**src/rtl/scmrv_pkg.sv**
```systemverilog
// shared types, constants and helper functions of the scan minimum range unit
package scmrv_pkg;

  localparam int unsigned RangeW     = 16;
  localparam int unsigned AngleW     = 24;
  localparam int unsigned IntervalW  = 20;
  localparam int unsigned StepW      = 13;
  localparam int unsigned VelW       = 24;
  localparam int unsigned CfgIdxW    = 3;
  localparam int unsigned CfgDataW   = 16;
  localparam int unsigned QueueDepth = 2;
  // rate product: 17 bit signed difference times one million
  localparam int unsigned DiffW      = RangeW + 1;
  localparam int unsigned ProdW      = 37;
  localparam int unsigned MagW       = ProdW - 1;

  localparam logic signed [ProdW-1:0] UsPerSec = 37'sd1000000;
  localparam logic signed [AngleW-1:0] AngleMax = 24'sh7FFFFF;
  localparam logic signed [VelW-1:0]   VelMax   = 24'sh7FFFFF;
  localparam logic signed [VelW-1:0]   VelMin   = 24'sh800000;

  typedef enum logic [CfgIdxW-1:0] {
    CfgRangeFloor   = 3'd0,
    CfgRangeCeiling = 3'd1,
    CfgStartAngle   = 3'd2,
    CfgAngleStep    = 3'd3,
    CfgWindowLow    = 3'd4,
    CfgWindowHigh   = 3'd5
  } cfg_idx_e;

  typedef struct packed {
    logic        [RangeW-1:0] range_floor;
    logic        [RangeW-1:0] range_ceiling;
    logic signed [15:0]       scan_start_angle;
    logic        [StepW-1:0]  angle_step;
    logic signed [15:0]       window_low;
    logic signed [15:0]       window_high;
  } cfg_t;

  // one finished scan handed from the front to the back
  typedef struct packed {
    logic        [RangeW-1:0]    near_range;
    logic signed [AngleW-1:0]    angle;
    logic        [IntervalW-1:0] interval;
  } scan_res_t;

  // sign and magnitude to a saturated 24 bit signed value
  function automatic logic signed [VelW-1:0] sat_mag(input logic neg,
                                                     input logic [MagW-1:0] mag);
    logic signed [VelW-1:0] res;
    if (!neg && (mag > MagW'(24'h7FFFFF))) begin
      res = VelMax;
    end else if (neg && (mag > MagW'(24'h800000))) begin
      res = VelMin;
    end else if (neg) begin
      res = -$signed(mag[VelW-1:0]);
    end else begin
      res = $signed(mag[VelW-1:0]);
    end
    return res;
  endfunction

endpackage

```
**src/rtl/scmrv_if.sv**
```systemverilog
// stream channel interfaces for range samples and scan results
interface scmrv_in_if;
  logic        valid;
  logic        ready;
  logic [15:0] range_sample;
  logic        last_in_scan;
  logic [19:0] scan_interval;

  modport source (output valid, output range_sample, output last_in_scan,
                  output scan_interval, input ready);
  modport sink   (input valid, input range_sample, input last_in_scan,
                  input scan_interval, output ready);
endinterface

interface scmrv_out_if;
  logic               valid;
  logic               ready;
  logic        [15:0] min_distance;
  logic signed [23:0] nearest_angle;
  logic signed [23:0] relative_velocity;

  modport source (output valid, output min_distance, output nearest_angle,
                  output relative_velocity, input ready);
  modport sink   (input valid, input min_distance, input nearest_angle,
                  input relative_velocity, output ready);
endinterface

```
**src/rtl/scmrv_ram.sv**
```systemverilog
// generic single write port ram with registered read
module scmrv_ram #(
  parameter int unsigned Width = 24,
  parameter int unsigned Depth = 32
) (
  input  logic                                         clk_i,
  input  logic                                         we_i,
  input  logic [((Depth > 1) ? $clog2(Depth) : 1)-1:0] waddr_i,
  input  logic [Width-1:0]                             wdata_i,
  input  logic [((Depth > 1) ? $clog2(Depth) : 1)-1:0] raddr_i,
  output logic [Width-1:0]                             rdata_o
);

  logic [Width-1:0] mem_q [Depth];
  logic [Width-1:0] rdata_q;

  always_ff @(posedge clk_i) begin
    if (we_i) begin
      mem_q[waddr_i] <= wdata_i;
    end
    rdata_q <= mem_q[raddr_i];
  end

  assign rdata_o = rdata_q;

endmodule

```
**src/rtl/scmrv_front.sv**
```systemverilog
// front part: per ray minimum search inside the angle window
module scmrv_front (
  input  logic                  clk_i,
  input  logic                  rst_ni,
  input  scmrv_pkg::cfg_t       cfg_i,
  scmrv_in_if.sink              in_i,
  output logic                  push_valid_o,
  input  logic                  push_ready_i,
  output scmrv_pkg::scan_res_t  push_data_o
);

  localparam int unsigned AW = scmrv_pkg::AngleW;

  logic                              open_q, open_d;
  logic        [scmrv_pkg::RangeW-1:0] best_q, best_d, cur_best;
  logic signed [AW-1:0]              bang_q, bang_d, cur_bang;
  logic signed [AW-1:0]              ray_q, ray_d, cur_ray;
  logic signed [AW-1:0]              start_ang, win_lo, win_hi;
  logic signed [AW:0]                ray_sum;
  logic                              accept, hit;

  assign in_i.ready = push_ready_i;
  assign accept     = in_i.valid & push_ready_i;

  assign start_ang = AW'(cfg_i.scan_start_angle);
  assign win_lo    = AW'(cfg_i.window_low);
  assign win_hi    = AW'(cfg_i.window_high);

  // first ray of a scan takes the start values live
  assign cur_best = open_q ? best_q : cfg_i.range_ceiling;
  assign cur_bang = open_q ? bang_q : start_ang;
  assign cur_ray  = open_q ? ray_q  : start_ang;

  assign hit = (in_i.range_sample < cur_best) && (in_i.range_sample > cfg_i.range_floor) &&
               (cur_ray > win_lo) && (cur_ray < win_hi);

  assign ray_sum = (AW+1)'(cur_ray) + $signed({1'b0, (AW)'(cfg_i.angle_step)});

  always_comb begin
    best_d = hit ? in_i.range_sample : cur_best;
    bang_d = hit ? cur_ray : cur_bang;
    ray_d  = (ray_sum > (AW+1)'(scmrv_pkg::AngleMax)) ? scmrv_pkg::AngleMax
                                                       : ray_sum[AW-1:0];
    open_d = ~in_i.last_in_scan;
  end

  always_ff @(posedge clk_i or negedge rst_ni) begin
    if (!rst_ni) begin
      open_q <= 1'b0;
    end else if (accept) begin
      open_q <= open_d;
    end
  end

  always_ff @(posedge clk_i) begin
    if (accept) begin
      best_q <= best_d;
      bang_q <= bang_d;
      ray_q  <= ray_d;
    end
  end

  assign push_valid_o           = accept & in_i.last_in_scan;
  assign push_data_o.near_range = best_d;
  assign push_data_o.angle      = bang_d;
  assign push_data_o.interval   = in_i.scan_interval;

endmodule

```
**src/rtl/scmrv_queue.sv**
```systemverilog
// short fifo of finished scans between front and back
module scmrv_queue (
  input  logic                 clk_i,
  input  logic                 rst_ni,
  input  logic                 push_valid_i,
  output logic                 push_ready_o,
  input  scmrv_pkg::scan_res_t push_data_i,
  output logic                 pop_valid_o,
  input  logic                 pop_ready_i,
  output scmrv_pkg::scan_res_t pop_data_o
);

  localparam int unsigned Depth = scmrv_pkg::QueueDepth;
  localparam int unsigned PtrW  = (Depth > 1) ? $clog2(Depth) : 1;
  localparam int unsigned CntW  = $clog2(Depth + 1);

  scmrv_pkg::scan_res_t entry_q [Depth];
  logic [PtrW-1:0] wptr_q, rptr_q;
  logic [CntW-1:0] cnt_q;
  logic            push, pop;

  assign push_ready_o = (cnt_q != CntW'(Depth));
  assign pop_valid_o  = (cnt_q != '0);
  assign push         = push_valid_i & push_ready_o;
  assign pop          = pop_valid_o & pop_ready_i;
  assign pop_data_o   = entry_q[rptr_q];

  always_ff @(posedge clk_i or negedge rst_ni) begin
    if (!rst_ni) begin
      wptr_q <= '0;
      rptr_q <= '0;
      cnt_q  <= '0;
    end else begin
      if (push) begin
        wptr_q <= (wptr_q == PtrW'(Depth - 1)) ? '0 : wptr_q + 1'b1;
      end
      if (pop) begin
        rptr_q <= (rptr_q == PtrW'(Depth - 1)) ? '0 : rptr_q + 1'b1;
      end
      if (push && !pop) begin
        cnt_q <= cnt_q + 1'b1;
      end else if (pop && !push) begin
        cnt_q <= cnt_q - 1'b1;
      end
    end
  end

  always_ff @(posedge clk_i) begin
    if (push) begin
      entry_q[wptr_q] <= push_data_i;
    end
  end

endmodule

```
**src/rtl/scmrv_div.sv**
```systemverilog
// unsigned restoring divider, one quotient bit per cycle
module scmrv_div #(
  parameter int unsigned DW = 36,
  parameter int unsigned VW = 20
) (
  input  logic          clk_i,
  input  logic          rst_ni,
  input  logic          start_i,
  input  logic [DW-1:0] dividend_i,
  input  logic [VW-1:0] divisor_i,
  output logic          done_o,
  output logic [DW-1:0] quotient_o
);

  localparam int unsigned CntW = $clog2(DW);

  logic            busy_q, done_q;
  logic [CntW-1:0] cnt_q;
  logic [DW-1:0]   quo_q;
  logic [VW-1:0]   rem_q, div_q;
  logic [VW:0]     rem_shift, rem_sub;
  logic            ge;

  assign rem_shift = {rem_q, quo_q[DW-1]};
  assign ge        = (rem_shift >= {1'b0, div_q});
  assign rem_sub   = rem_shift - {1'b0, div_q};

  always_ff @(posedge clk_i or negedge rst_ni) begin
    if (!rst_ni) begin
      busy_q <= 1'b0;
      done_q <= 1'b0;
      cnt_q  <= '0;
    end else begin
      done_q <= 1'b0;
      if (start_i) begin
        busy_q <= 1'b1;
        cnt_q  <= '0;
      end else if (busy_q) begin
        cnt_q <= cnt_q + 1'b1;
        if (cnt_q == CntW'(DW - 1)) begin
          busy_q <= 1'b0;
          done_q <= 1'b1;
        end
      end
    end
  end

  always_ff @(posedge clk_i) begin
    if (start_i) begin
      quo_q <= dividend_i;
      rem_q <= '0;
      div_q <= divisor_i;
    end else if (busy_q) begin
      quo_q <= {quo_q[DW-2:0], ge};
      rem_q <= ge ? rem_sub[VW-1:0] : rem_shift[VW-1:0];
    end
  end

  assign done_o     = done_q;
  assign quotient_o = quo_q;

endmodule

```
**src/rtl/scmrv_back.sv**
```systemverilog
// back part: per scan rate, history ring and moving average
module scmrv_back #(
  parameter int unsigned HISTORY_DEPTH = 32
) (
  input  logic                 clk_i,
  input  logic                 rst_ni,
  input  logic                 pop_valid_i,
  output logic                 pop_ready_o,
  input  scmrv_pkg::scan_res_t pop_data_i,
  scmrv_out_if.source          out_o
);

  localparam int unsigned VelW  = scmrv_pkg::VelW;
  localparam int unsigned MagW  = scmrv_pkg::MagW;
  localparam int unsigned ProdW = scmrv_pkg::ProdW;
  localparam int unsigned DiffW = scmrv_pkg::DiffW;
  localparam int unsigned IvW   = scmrv_pkg::IntervalW;
  localparam int unsigned PtrW  = (HISTORY_DEPTH > 1) ? $clog2(HISTORY_DEPTH) : 1;
  localparam int unsigned CntW  = $clog2(HISTORY_DEPTH + 1);
  localparam int unsigned SumW  = VelW + $clog2(HISTORY_DEPTH);

  typedef enum logic [6:0] {
    StIdle   = 7'b0000001,
    StMul    = 7'b0000010,
    StRateGo = 7'b0000100,
    StRate   = 7'b0001000,
    StUpdate = 7'b0010000,
    StAvgGo  = 7'b0100000,
    StAvg    = 7'b1000000
  } back_state_e;

  back_state_e state_q, state_d;

  logic        [scmrv_pkg::RangeW-1:0] dist_q, prev_q;
  logic signed [scmrv_pkg::AngleW-1:0] ang_q;
  logic        [IvW-1:0]               iv_q;
  logic signed [DiffW-1:0]             diff_q;
  logic signed [ProdW-1:0]             prod_q, prod_abs;
  logic signed [VelW-1:0]              old_q, rate_q;
  logic signed [SumW-1:0]              sum_q, sum_abs;
  logic        [PtrW-1:0]              ptr_q;
  logic        [CntW-1:0]              cnt_q;
  logic                                neg_q;
  logic                                out_valid_q;
  logic        [scmrv_pkg::RangeW-1:0] out_dist_q;
  logic signed [scmrv_pkg::AngleW-1:0] out_ang_q;
  logic signed [VelW-1:0]              out_vel_q;

  logic                div_start, div_done;
  logic [MagW-1:0]     div_dividend, div_quo;
  logic [IvW-1:0]      div_divisor;
  logic [VelW-1:0]     ram_rdata;
  logic                ram_we;
  logic signed [VelW-1:0] div_sat;

  assign pop_ready_o = (state_q == StIdle) && !out_valid_q;
  assign prod_abs    = prod_q[ProdW-1] ? -prod_q : prod_q;
  assign sum_abs     = sum_q[SumW-1] ? -sum_q : sum_q;
  assign div_sat     = scmrv_pkg::sat_mag(neg_q, div_quo);
  assign ram_we      = (state_q == StUpdate);

  // one divider serves the rate and then the average
  always_comb begin
    div_start    = (state_q == StRateGo) || (state_q == StAvgGo);
    div_dividend = prod_abs[MagW-1:0];
    div_divisor  = iv_q;
    if (state_q == StAvgGo) begin
      div_dividend = MagW'($unsigned(sum_abs));
      div_divisor  = IvW'(cnt_q);
    end
  end

  always_comb begin
    state_d = state_q;
    unique case (state_q)
      StIdle:   if (pop_valid_i && !out_valid_q) state_d = StMul;
      StMul:    state_d = StRateGo;
      StRateGo: state_d = StRate;
      StRate:   if (div_done) state_d = StUpdate;
      StUpdate: state_d = StAvgGo;
      StAvgGo:  state_d = StAvg;
      StAvg:    if (div_done) state_d = StIdle;
      default:  state_d = StIdle;
    endcase
  end

  always_ff @(posedge clk_i or negedge rst_ni) begin
    if (!rst_ni) begin
      state_q     <= StIdle;
      prev_q      <= '0;
      sum_q       <= '0;
      ptr_q       <= '0;
      cnt_q       <= '0;
      out_valid_q <= 1'b0;
    end else begin
      state_q <= state_d;
      if (out_valid_q && out_o.ready) begin
        out_valid_q <= 1'b0;
      end
      if (state_q == StUpdate) begin
        sum_q  <= sum_q - SumW'(old_q) + SumW'(rate_q);
        ptr_q  <= (ptr_q == PtrW'(HISTORY_DEPTH - 1)) ? '0 : ptr_q + 1'b1;
        prev_q <= dist_q;
        if (cnt_q < CntW'(HISTORY_DEPTH)) begin
          cnt_q <= cnt_q + 1'b1;
        end
      end
      if ((state_q == StAvg) && div_done) begin
        out_valid_q <= 1'b1;
      end
    end
  end

  always_ff @(posedge clk_i) begin
    unique case (state_q)
      StIdle: begin
        dist_q <= pop_data_i.near_range;
        ang_q  <= pop_data_i.angle;
        iv_q   <= (pop_data_i.interval == '0) ? IvW'(1) : pop_data_i.interval;
        diff_q <= $signed({1'b0, pop_data_i.near_range}) - $signed({1'b0, prev_q});
      end
      StMul: begin
        prod_q <= ProdW'(diff_q) * scmrv_pkg::UsPerSec;
        // a slot not yet filled since reset counts as zero
        old_q  <= (cnt_q < CntW'(HISTORY_DEPTH)) ? '0 : $signed(ram_rdata);
      end
      StRateGo: neg_q <= prod_q[ProdW-1];
      StRate:   if (div_done) rate_q <= div_sat;
      StUpdate: ;
      StAvgGo:  neg_q <= sum_q[SumW-1];
      StAvg: begin
        if (div_done) begin
          out_dist_q <= dist_q;
          out_ang_q  <= ang_q;
          out_vel_q  <= div_sat;
        end
      end
      default: ;
    endcase
  end

  scmrv_div #(
    .DW (MagW),
    .VW (IvW)
  ) u_div (
    .clk_i      (clk_i),
    .rst_ni     (rst_ni),
    .start_i    (div_start),
    .dividend_i (div_dividend),
    .divisor_i  (div_divisor),
    .done_o     (div_done),
    .quotient_o (div_quo)
  );

  scmrv_ram #(
    .Width (VelW),
    .Depth (HISTORY_DEPTH)
  ) u_hist_ram (
    .clk_i   (clk_i),
    .we_i    (ram_we),
    .waddr_i (ptr_q),
    .wdata_i (rate_q),
    .raddr_i (ptr_q),
    .rdata_o (ram_rdata)
  );

  assign out_o.valid             = out_valid_q;
  assign out_o.min_distance      = out_dist_q;
  assign out_o.nearest_angle     = out_ang_q;
  assign out_o.relative_velocity = out_vel_q;

endmodule

```
**src/rtl/scan_min_range_rel_velocity_unit.sv**
```systemverilog
// top level of the scan minimum range and relative velocity unit
//
//   channel  dir  handshake       payload
//   in_i     in   valid / ready   range_sample, last_in_scan, scan_interval
//   out_o    out  valid / ready   min_distance, nearest_angle, relative_velocity
//   cfg      in   cfg_we_i        cfg_idx_i, cfg_data_i
//
// one range sample is taken every cycle while the scan queue has room
// the back part holds each finished scan while the shared bit-serial divider works out
// the rate after a multiply step, then the history update, then the average
// a new scan enters the back part only once it is through with the last one
// up to two finished scans wait in the queue; the front stalls only when it is full
// the result register holds until taken; the back starts no new scan meanwhile
// reset clears control state; the history ram needs no clearing pass
module scan_min_range_rel_velocity_unit #(
  parameter int unsigned HISTORY_DEPTH = 32
) (
  input  logic                                 clk_i,
  input  logic                                 rst_ni,
  input  logic                                 cfg_we_i,
  input  logic [scmrv_pkg::CfgIdxW-1:0]        cfg_idx_i,
  input  logic [scmrv_pkg::CfgDataW-1:0]       cfg_data_i,
  scmrv_in_if.sink                             in_i,
  scmrv_out_if.source                          out_o
);

  scmrv_pkg::cfg_t      cfg_q;
  scmrv_pkg::scan_res_t push_data, pop_data;
  logic                 push_valid, push_ready, pop_valid, pop_ready;

  // configuration registers, to be written by the user only while idle; the block does not enforce it
  always_ff @(posedge clk_i or negedge rst_ni) begin
    if (!rst_ni) begin
      cfg_q.range_floor      <= 16'd0;
      cfg_q.range_ceiling    <= 16'd65535;
      cfg_q.scan_start_angle <= -16'sd25736;
      cfg_q.angle_step       <= 13'd51;
      cfg_q.window_low       <= -16'sd25736;
      cfg_q.window_high      <= 16'sd25736;
    end else if (cfg_we_i) begin
      unique case (scmrv_pkg::cfg_idx_e'(cfg_idx_i))
        scmrv_pkg::CfgRangeFloor:   cfg_q.range_floor      <= cfg_data_i;
        scmrv_pkg::CfgRangeCeiling: cfg_q.range_ceiling    <= cfg_data_i;
        scmrv_pkg::CfgStartAngle:   cfg_q.scan_start_angle <= $signed(cfg_data_i);
        scmrv_pkg::CfgAngleStep:    cfg_q.angle_step       <=
                                      cfg_data_i[scmrv_pkg::StepW-1:0];
        scmrv_pkg::CfgWindowLow:    cfg_q.window_low       <= $signed(cfg_data_i);
        scmrv_pkg::CfgWindowHigh:   cfg_q.window_high      <= $signed(cfg_data_i);
        default: ; // unused indexes are ignored
      endcase
    end
  end

  // ray by ray minimum search
  scmrv_front u_front (
    .clk_i        (clk_i),
    .rst_ni       (rst_ni),
    .cfg_i        (cfg_q),
    .in_i         (in_i),
    .push_valid_o (push_valid),
    .push_ready_i (push_ready),
    .push_data_o  (push_data)
  );

  // finished scans waiting for the back part
  scmrv_queue u_queue (
    .clk_i        (clk_i),
    .rst_ni       (rst_ni),
    .push_valid_i (push_valid),
    .push_ready_o (push_ready),
    .push_data_i  (push_data),
    .pop_valid_o  (pop_valid),
    .pop_ready_i  (pop_ready),
    .pop_data_o   (pop_data)
  );

  // rate, history and average per scan
  scmrv_back #(
    .HISTORY_DEPTH (HISTORY_DEPTH)
  ) u_back (
    .clk_i       (clk_i),
    .rst_ni      (rst_ni),
    .pop_valid_i (pop_valid),
    .pop_ready_o (pop_ready),
    .pop_data_i  (pop_data),
    .out_o       (out_o)
  );

endmodule

```
**src/flat_wrapper.sv**
```systemverilog
// flat-port wrapper written by rule: the top's interface ports become plain ports
module scan_min_range_rel_velocity_unit_flat 
#(
  parameter int unsigned HISTORY_DEPTH = 32
)
  (clk_i, rst_ni, cfg_we_i, cfg_idx_i, cfg_data_i, in_i_valid, in_i_range_sample, in_i_last_in_scan, in_i_scan_interval, in_i_ready, out_o_valid, out_o_min_distance, out_o_nearest_angle, out_o_relative_velocity, out_o_ready);
  scmrv_in_if in_i_i ();
  scmrv_out_if out_o_i ();
  input  logic clk_i;
  input  logic rst_ni;
  input  logic cfg_we_i;
  input  logic [scmrv_pkg::CfgIdxW-1:0] cfg_idx_i;
  input  logic [scmrv_pkg::CfgDataW-1:0] cfg_data_i;
  input wire logic [$bits(in_i_i.valid)-1:0] in_i_valid;
  input wire logic [$bits(in_i_i.range_sample)-1:0] in_i_range_sample;
  input wire logic [$bits(in_i_i.last_in_scan)-1:0] in_i_last_in_scan;
  input wire logic [$bits(in_i_i.scan_interval)-1:0] in_i_scan_interval;
  output wire logic [$bits(in_i_i.ready)-1:0] in_i_ready;
  output wire logic [$bits(out_o_i.valid)-1:0] out_o_valid;
  output wire logic [$bits(out_o_i.min_distance)-1:0] out_o_min_distance;
  output wire logic [$bits(out_o_i.nearest_angle)-1:0] out_o_nearest_angle;
  output wire logic [$bits(out_o_i.relative_velocity)-1:0] out_o_relative_velocity;
  input wire logic [$bits(out_o_i.ready)-1:0] out_o_ready;
  assign in_i_i.valid = in_i_valid;
  assign in_i_i.range_sample = in_i_range_sample;
  assign in_i_i.last_in_scan = in_i_last_in_scan;
  assign in_i_i.scan_interval = in_i_scan_interval;
  assign in_i_ready = in_i_i.ready;
  assign out_o_valid = out_o_i.valid;
  assign out_o_min_distance = out_o_i.min_distance;
  assign out_o_nearest_angle = out_o_i.nearest_angle;
  assign out_o_relative_velocity = out_o_i.relative_velocity;
  assign out_o_i.ready = out_o_ready;
  scan_min_range_rel_velocity_unit #(.HISTORY_DEPTH(HISTORY_DEPTH)) u_core (.clk_i(clk_i), .rst_ni(rst_ni), .cfg_we_i(cfg_we_i), .cfg_idx_i(cfg_idx_i), .cfg_data_i(cfg_data_i), .in_i(in_i_i), .out_o(out_o_i));
endmodule
```
**config.mk**
```make
export PLATFORM = sky130hd
export DESIGN_NAME = scan_min_range_rel_velocity_unit_flat
export DESIGN_NICKNAME = d
export VERILOG_FILES = /design/src/rtl/scmrv_pkg.sv /design/src/rtl/scmrv_if.sv /design/src/rtl/scmrv_ram.sv /design/src/rtl/scmrv_front.sv /design/src/rtl/scmrv_queue.sv /design/src/rtl/scmrv_div.sv /design/src/rtl/scmrv_back.sv /design/src/rtl/scan_min_range_rel_velocity_unit.sv /design/src/flat_wrapper.sv
export SDC_FILE = /design/constraint.sdc
export NUM_CORES = 2
export LEC_CHECK = 0
export BUFFER_PORTS_ARGS = -buffer_cell sky130_fd_sc_hd__buf_4
export CORE_UTILIZATION = 30
export DETAILED_ROUTE_END_ITERATION = 8
export GPL_ROUTABILITY_DRIVEN = 0
export PLACE_DENSITY = 0.56
export SLEW_MARGIN = 30
export SYNTH_ARGS = -nofsm -noshare
export SYNTH_HDL_FRONTEND = slang
export SYNTH_HIERARCHICAL = 1
export SYNTH_SLANG_ARGS = --single-unit
```
**constraint.sdc**
```tcl
create_clock -name clk_i -period 7.2 [get_ports clk_i]
set_clock_uncertainty 0.05 [all_clocks]
set_input_delay 2.16 -clock clk_i [delete_from_list [all_inputs] [get_ports clk_i]]
set_output_delay 2.16 -clock clk_i [all_outputs]
set_load 0.01 [all_outputs]
```
### After elaboration in Yosys (flattened, before gate mapping)

Memory sizes are Yosys's and may differ from the RTL's. A register that Yosys moved wholly into a read port is not among the register bits.
Cells that the tools add are included.

| storage, ports and cells | value |
|---|---|
| logic and storage cells | 159 |
| memories kept | 2 |
| input port bits | 61 |
| output and inout bits | 66 |
| bits in writable memories | 888 |
| register bits after elaboration | 531 |

| operators by class | value |
|---|---|
| bitwise gates (word level) | 5 |
| $add $sub $neg | 15 |
| order comparisons | 9 |
| reduce and logical (&&, ||, !) cells | 33 |
| multiply operators | 1 |
| mux-type cells | 39 |
| equal/unequal tests | 18 |

Memories:

| name | words | bits a word | rd ports | clocked after memory_dff | wr ports | RTL line | text |
|---|---|---|---|---|---|---|---|
| u_core.u_back.u_hist_ram.mem_q | 32 | 24 | 1 | 1 | 1 | scmrv_ram.sv:14 | `logic [Width-1:0] mem_q [Depth];` |
| u_core.u_queue.entry_q | 2 | 60 | 1 | 0 | 1 | scmrv_queue.sv:17 | `scmrv_pkg::scan_res_t entry_q [Depth];` |

Operator list:

| operator | count |
|---|---|
| $mux W24 | 6 |
| $mux W36 | 4 |
| $pmux W7 S7 | 1 |
| $gt A36 B23 Y1 const B | 1 |
| $gt A36 B24 Y1 const B | 1 |
| $neg A36 Y36 | 1 |
| $mux W16 | 2 |
| $mul A17 B15 Y31 const B | 1 |
| $add A29 B24 Y29 | 1 |
| $mux W29 | 1 |
| $neg A29 Y29 | 1 |
| $sub A29 B24 Y29 | 1 |
| $add A24 B14 Y25 | 1 |
| $gt A25 B24 Y1 const B | 1 |
| $gt A24 B16 Y1 | 1 |
| $lt A24 B16 Y1 | 1 |
| $neg A24 Y24 | 1 |
| $ge A21 B20 Y1 | 1 |
| $mux W7 | 3 |
| $logic_not A20 Y1 | 1 |
| $mux W20 | 1 |
| $sub A20 B20 Y20 | 1 |
| $mux W6 | 3 |
| $reduce_and A2 Y1 | 9 |
| 35 further kinds | 75 |

### Longest topological paths before layout

| logic depth | value |
|---|---|
| depth in word-level cells | 8 |
| depth in mapped cells | 19 |
| mapped depth without buffers | 18 |

### Modules after synthesis

The synthesis kept the hierarchy.

By module, submodules not included:

| module | times used | sequential area each (um^2) | cells an instance | area an instance (um^2) |
|---|---|---|---|---|
| scmrv_ram | 1 | 23542.6 | 1711 | 30483.0 |
| scmrv_back | 1 | 8239.2 | 1885 | 19706.4 |
| scmrv_front | 1 | 1946.9 | 669 | 6217.2 |
| scmrv_queue | 1 | 3703.6 | 205 | 4825.9 |
| scmrv_div | 1 | 2282.2 | 428 | 4663.2 |
| scan_min_range_rel_velocity_unit | 1 | 2381.0 | 201 | 3668.5 |

### Least setup slack after synthesis

Ideal clock, no wire load.

| timing path | value |
|---|---|
| path type | input to register |
| from | in in_i_last_in_scan |
| to | mem u_core/u_queue/entry_q[0][0] (netlist name), enable pin |
| data required time | 6672 ps |
| data arrival time | 4948 ps |
| buffers on the path | 0 |
| slack | 1724 ps |
| cell stages on the path | 3 |
| cells stage by stage | and3_1 -> nand2_1 -> nor2_1 |

| on the way | value |
|---|---|
| cells in the longest elaborated chain, start to end | 4 |

Ends and longest elaborated chain:

| item | RTL line | text |
|---|---|---|
| from (decl) | flat_wrapper.sv:16 | `input wire logic [$bits(in_i_i.last_in_scan)-1:0] in_i_last_in_scan;` |
| $and A1 B1 Y1 | scmrv_front.sv:63 | `assign push_valid_o = accept & in_i.last_in_scan;` |
| $and A1 B1 Y1 | scmrv_queue.sv:24 | `assign push = push_valid_i & push_ready_o;` |
| $mux W1 | scmrv_queue.sv:49 | `if (push) begin` |
| $mux W1 (implied by the code) | scmrv_queue.sv:50 | `entry_q[wptr_q] <= push_data_i;` |
| to (decl) | scmrv_queue.sv:17 |  |

Every way passes these cells.

### Worst setup path after layout

| timing path | value |
|---|---|
| from | reg u_core.u_back.diff_q[5] |
| to | reg u_core.u_back.prod_q[33], data pin |

| on the way | value |
|---|---|
| cells in the longest elaborated chain, start to end | 1 |

Ends and longest elaborated chain:

| item | RTL line | text |
|---|---|---|
| from (decl) | scmrv_back.sv:37 | `logic signed [DiffW-1:0] diff_q;` |
| from (signal assigned) | scmrv_back.sv:120 | `diff_q <= $signed({1'b0, pop_data_i.near_range}) - $signed({1'b0, prev_q});` |
| $mul A17 B15 Y31 | scmrv_back.sv:123 | `prod_q <= ProdW'(diff_q) * scmrv_pkg::UsPerSec;` |
| to (signal assigned) | scmrv_back.sv:123 |  |
| to (decl) | scmrv_back.sv:38 | `logic signed [ProdW-1:0] prod_q, prod_abs;` |

Every way passes these cells.
A chain may end at the register's enable or synchronous reset.

==> results.toml <==
[routing]
vias = 41000
viasPerCell = 4.89
first_iter_violations = 3113
drt-total-wl_microns = 171000
wire_per_inst_microns = 20.4
firstDrtPassIters = 7
drc = 0
antenna_left = 0

[synthesis]
synth.cell_area_sq_um = 69600
ys_top_cells_by_count = "1,229 x edfxtp_1, 417 x mux2i_1, 375 x inv_1, 300 x ha_1, 298 x nand2_1"
yosysUniqueCellTypes = 91
syn_avg_cell_area_sq_um = 13.6
syn-instance-count = 5099
synth.most_common_cell = "edfxtp_1"
synth-main-ff-cell = "edfxtp_1"
ys_warn_count = 6
synth_top_cell_area_share_pct = 53.1
synth_fp_nets = 5560
synth_seq_cells = 1443
ys_seq_area_share_pct = 60.5
synth_edf_count = 1229
yosys-top-cells-area = "edfxtp_1 53%, mux2i_1 6.0%, ha_1 5.4%"
synth_area_leader_cell = "edfxtp_1"
async_flop_share_pct = 11.8

[global_routing]
antenna_found_initial = 4
grt_pass1_wl_microns = 258000
overflow = 0
grt_pass1_vias = 40900
grt_max_degree = 97
grt_use_total_pct = 14.4

[clock_tree]
cts.sinks = 1443
cts.clk_slew.worst_paths_ns = 0.06
h-tree-depth = 4
cts-resized-gates = 0
ctsHoldBuffers = 0
cts_buffers = 157
cts_max_path_buffers = 3
cts-root-buf = "clkbuf_16"
cts_setup_buffers = 0
clock_latency_ns = 0.86
cts_tree = "done"

[status]
outcome = "complete, no violations"

[layout]
stdcell_count = 8386
fillers = 22400
area_growth_pct = 13.5
fin_nets = 5689
final_layout_size_suffix_gt1_share_pct = 14.6

[floorplan]
die_width_microns = 484
dieArea_sq_um = 234000
start_util_pct = 30.2
core_area_sq_um = 230000
num_rows = 176
io_pins = 127
die_y_microns = 484

[timing]
setup_total_negative_slack_ns = 0
rsz0062_at_grt = "no"
slew_headroom_pct = 31.6
fmax_mhz = 173
worstMarginPinSlew_ns = 1.03
maxSlewViolCount = 0
min_period_over_period_pct = 80.3
period_needed_ns = 5.78
setup_violations = 0
hold_viol_final = 0

[critical_path]
ff2ff_setup_slack_ns = 1.42
worstSetupEndpoint = "u_core/u_back/prod_q[33]$_DFFE_PP_"
rr_worst_depth = 16
cp.arrival_ns = 6.28
cp_data_required_time_ns = 7.70
start_kind = "flip-flop"
end_kind = "flip-flop"
timing.rr.start = "u_core/u_back/diff_q[5]$_DFFE_PP_"
cp-startpoint = "u_core/u_back/diff_q[5]$_DFFE_PP_"
worstPathMaxFanout = 7
regToRegEndpoint = "u_core/u_back/prod_q[33]$_DFFE_PP_"
crit_type = "reg -> reg"

[run]
max_cap_violations = 0

[placement]
port_buffers = 126
dp_hpwl_microns = 111000
dp.cells = 8095

[min_path]
worstHoldPathCells = 0
min_path_type = "reg -> reg"
critical path, stage by stage, from the launching register on:
cell      delay [ns]
edfxtp_1        0.51
ha_1            0.36
inv_1           0.08
fa_1            0.50
fa_1            0.52
fa_1            0.55
inv_1           0.06
fa_1            0.47
ha_1            0.31
ha_1            0.41
and4_1          0.22
o311a_1         0.15
a21oi_1         0.13
o41ai_1         0.77
a41o_1          0.28
a21oi_1         0.08
xnor2_1         0.13
kinds of logic (layout without fill, tap and decap cells):
group / Yosys count / in the layout / share of synthesized area, %
DFF: 1443 / 1443 / 60.5
and+or+nand+nor: 960 / 960 / 6.92
other: 0 / 2 / 0
xor gates and xnor gates: 168 / 168 / 2.12
buffers and inverters: 635 / 894 / 4.17
muxes: 622 / 622 / 9.74
AOI/OAI and AO/OA: 871 / 871 / 8.27
adders and majority gates: 400 / 400 / 8.27
registers in the layout (all words and copies together), names as in the netlist, 29 cells and up:
signal / flops
u_core/cfg_q: 93
u_core/u_back/prod_q: 31
u_core/u_back/sum_q: 29
u_core/u_back/u_div/quotient_o: 36
u_core/u_back/u_hist_ram/mem_q: 768
u_core/u_queue/entry_q: 120
per-layer routing:
metal	track usage (%)	part of all wire [%]
met1	20.2	47
met3	2.00	4.6
met2	23.0	46
met5	0	0
met4	4.13	2.3
final cells by class:
class,instances,area [sq um],area share (%)
inverters,375,1410,1.78
clock buffers,215,4250,5.38
multi-input cells,3021,24800,31.3
clock inverters,74,848,1.07
well taps,3026,3790,4.79
repair buffers,230,1830,2.32
diodes,2,5.00,0.00634
flip-flops and latches,1443,42100,53.3
worst min path at each step:
stage | endpoint | start | slack, ns
2_1_floorplan | u_core/u_back/out_o.nearest_angle[0]$_DFFE_PP_ | u_core/u_back/ang_q[0]$_DFFE_PP_ | 0.35
3_3_place_gp | u_core/u_back/out_o.nearest_angle[13]$_DFFE_PP_ | u_core/u_back/ang_q[13]$_DFFE_PP_ | 0.35
3_5_place_dp | u_core/u_back/out_o.nearest_angle[23]$_DFFE_PP_ | u_core/u_back/ang_q[23]$_DFFE_PP_ | 0.36
4_1_cts | u_core/u_back/out_o.nearest_angle[23]$_DFFE_PP_ | u_core/u_back/ang_q[23]$_DFFE_PP_ | 0.37
5_1_grt | u_core/u_back/out_o.nearest_angle[7]$_DFFE_PP_ | u_core/u_back/ang_q[7]$_DFFE_PP_ | 0.37
6_report | u_core/u_back/out_o.nearest_angle[3]$_DFFE_PP_ | u_core/u_back/ang_q[3]$_DFFE_PP_ | 0.37
through the flow:
stage / worst slack [ns] / util, % / hold slack [ns] / cell area, sq um
after floorplan: 1.72 / - / 0.350 / 69600
after global placement: 1.38 / 32.0 / 0.351 / 73800
after detailed placement: 1.30 / 32.1 / 0.356 / 73900
after CTS: 1.37 / 34.3 / 0.370 / 79000
after global routing: 1.08 / 34.3 / 0.371 / 79000
final: 1.42 / 34.3 / 0.368 / 79000
layout by cell type, fill, tap and decap left out, types with 61 or more instances in the layout:
| cell | count |
|---|---|
| mux2i_1 | 417 |
| edfxtp_1 | 1229 |
| xnor2_1 | 102 |
| xor2_1 | 66 |
| nand2_1 | 297 |
| a22oi_1 | 72 |
| a31oi_1 | 71 |
| a21oi_1 | 233 |
| nor3_1 | 61 |
| clkbuf_16 | 157 |
| o21ai_0 | 147 |
| dfrtp_1 | 121 |
| inv_1 | 374 |
| ha_1 | 300 |
| nand3_1 | 113 |
| nor2_1 | 148 |
| buf_4 | 222 |
| mux2_4 | 79 |
| mux2_2 | 117 |
| fa_1 | 100 |
Power is not shown: default switching activity piles up to over one toggle a cycle in this logic, so the estimate is an artifact.
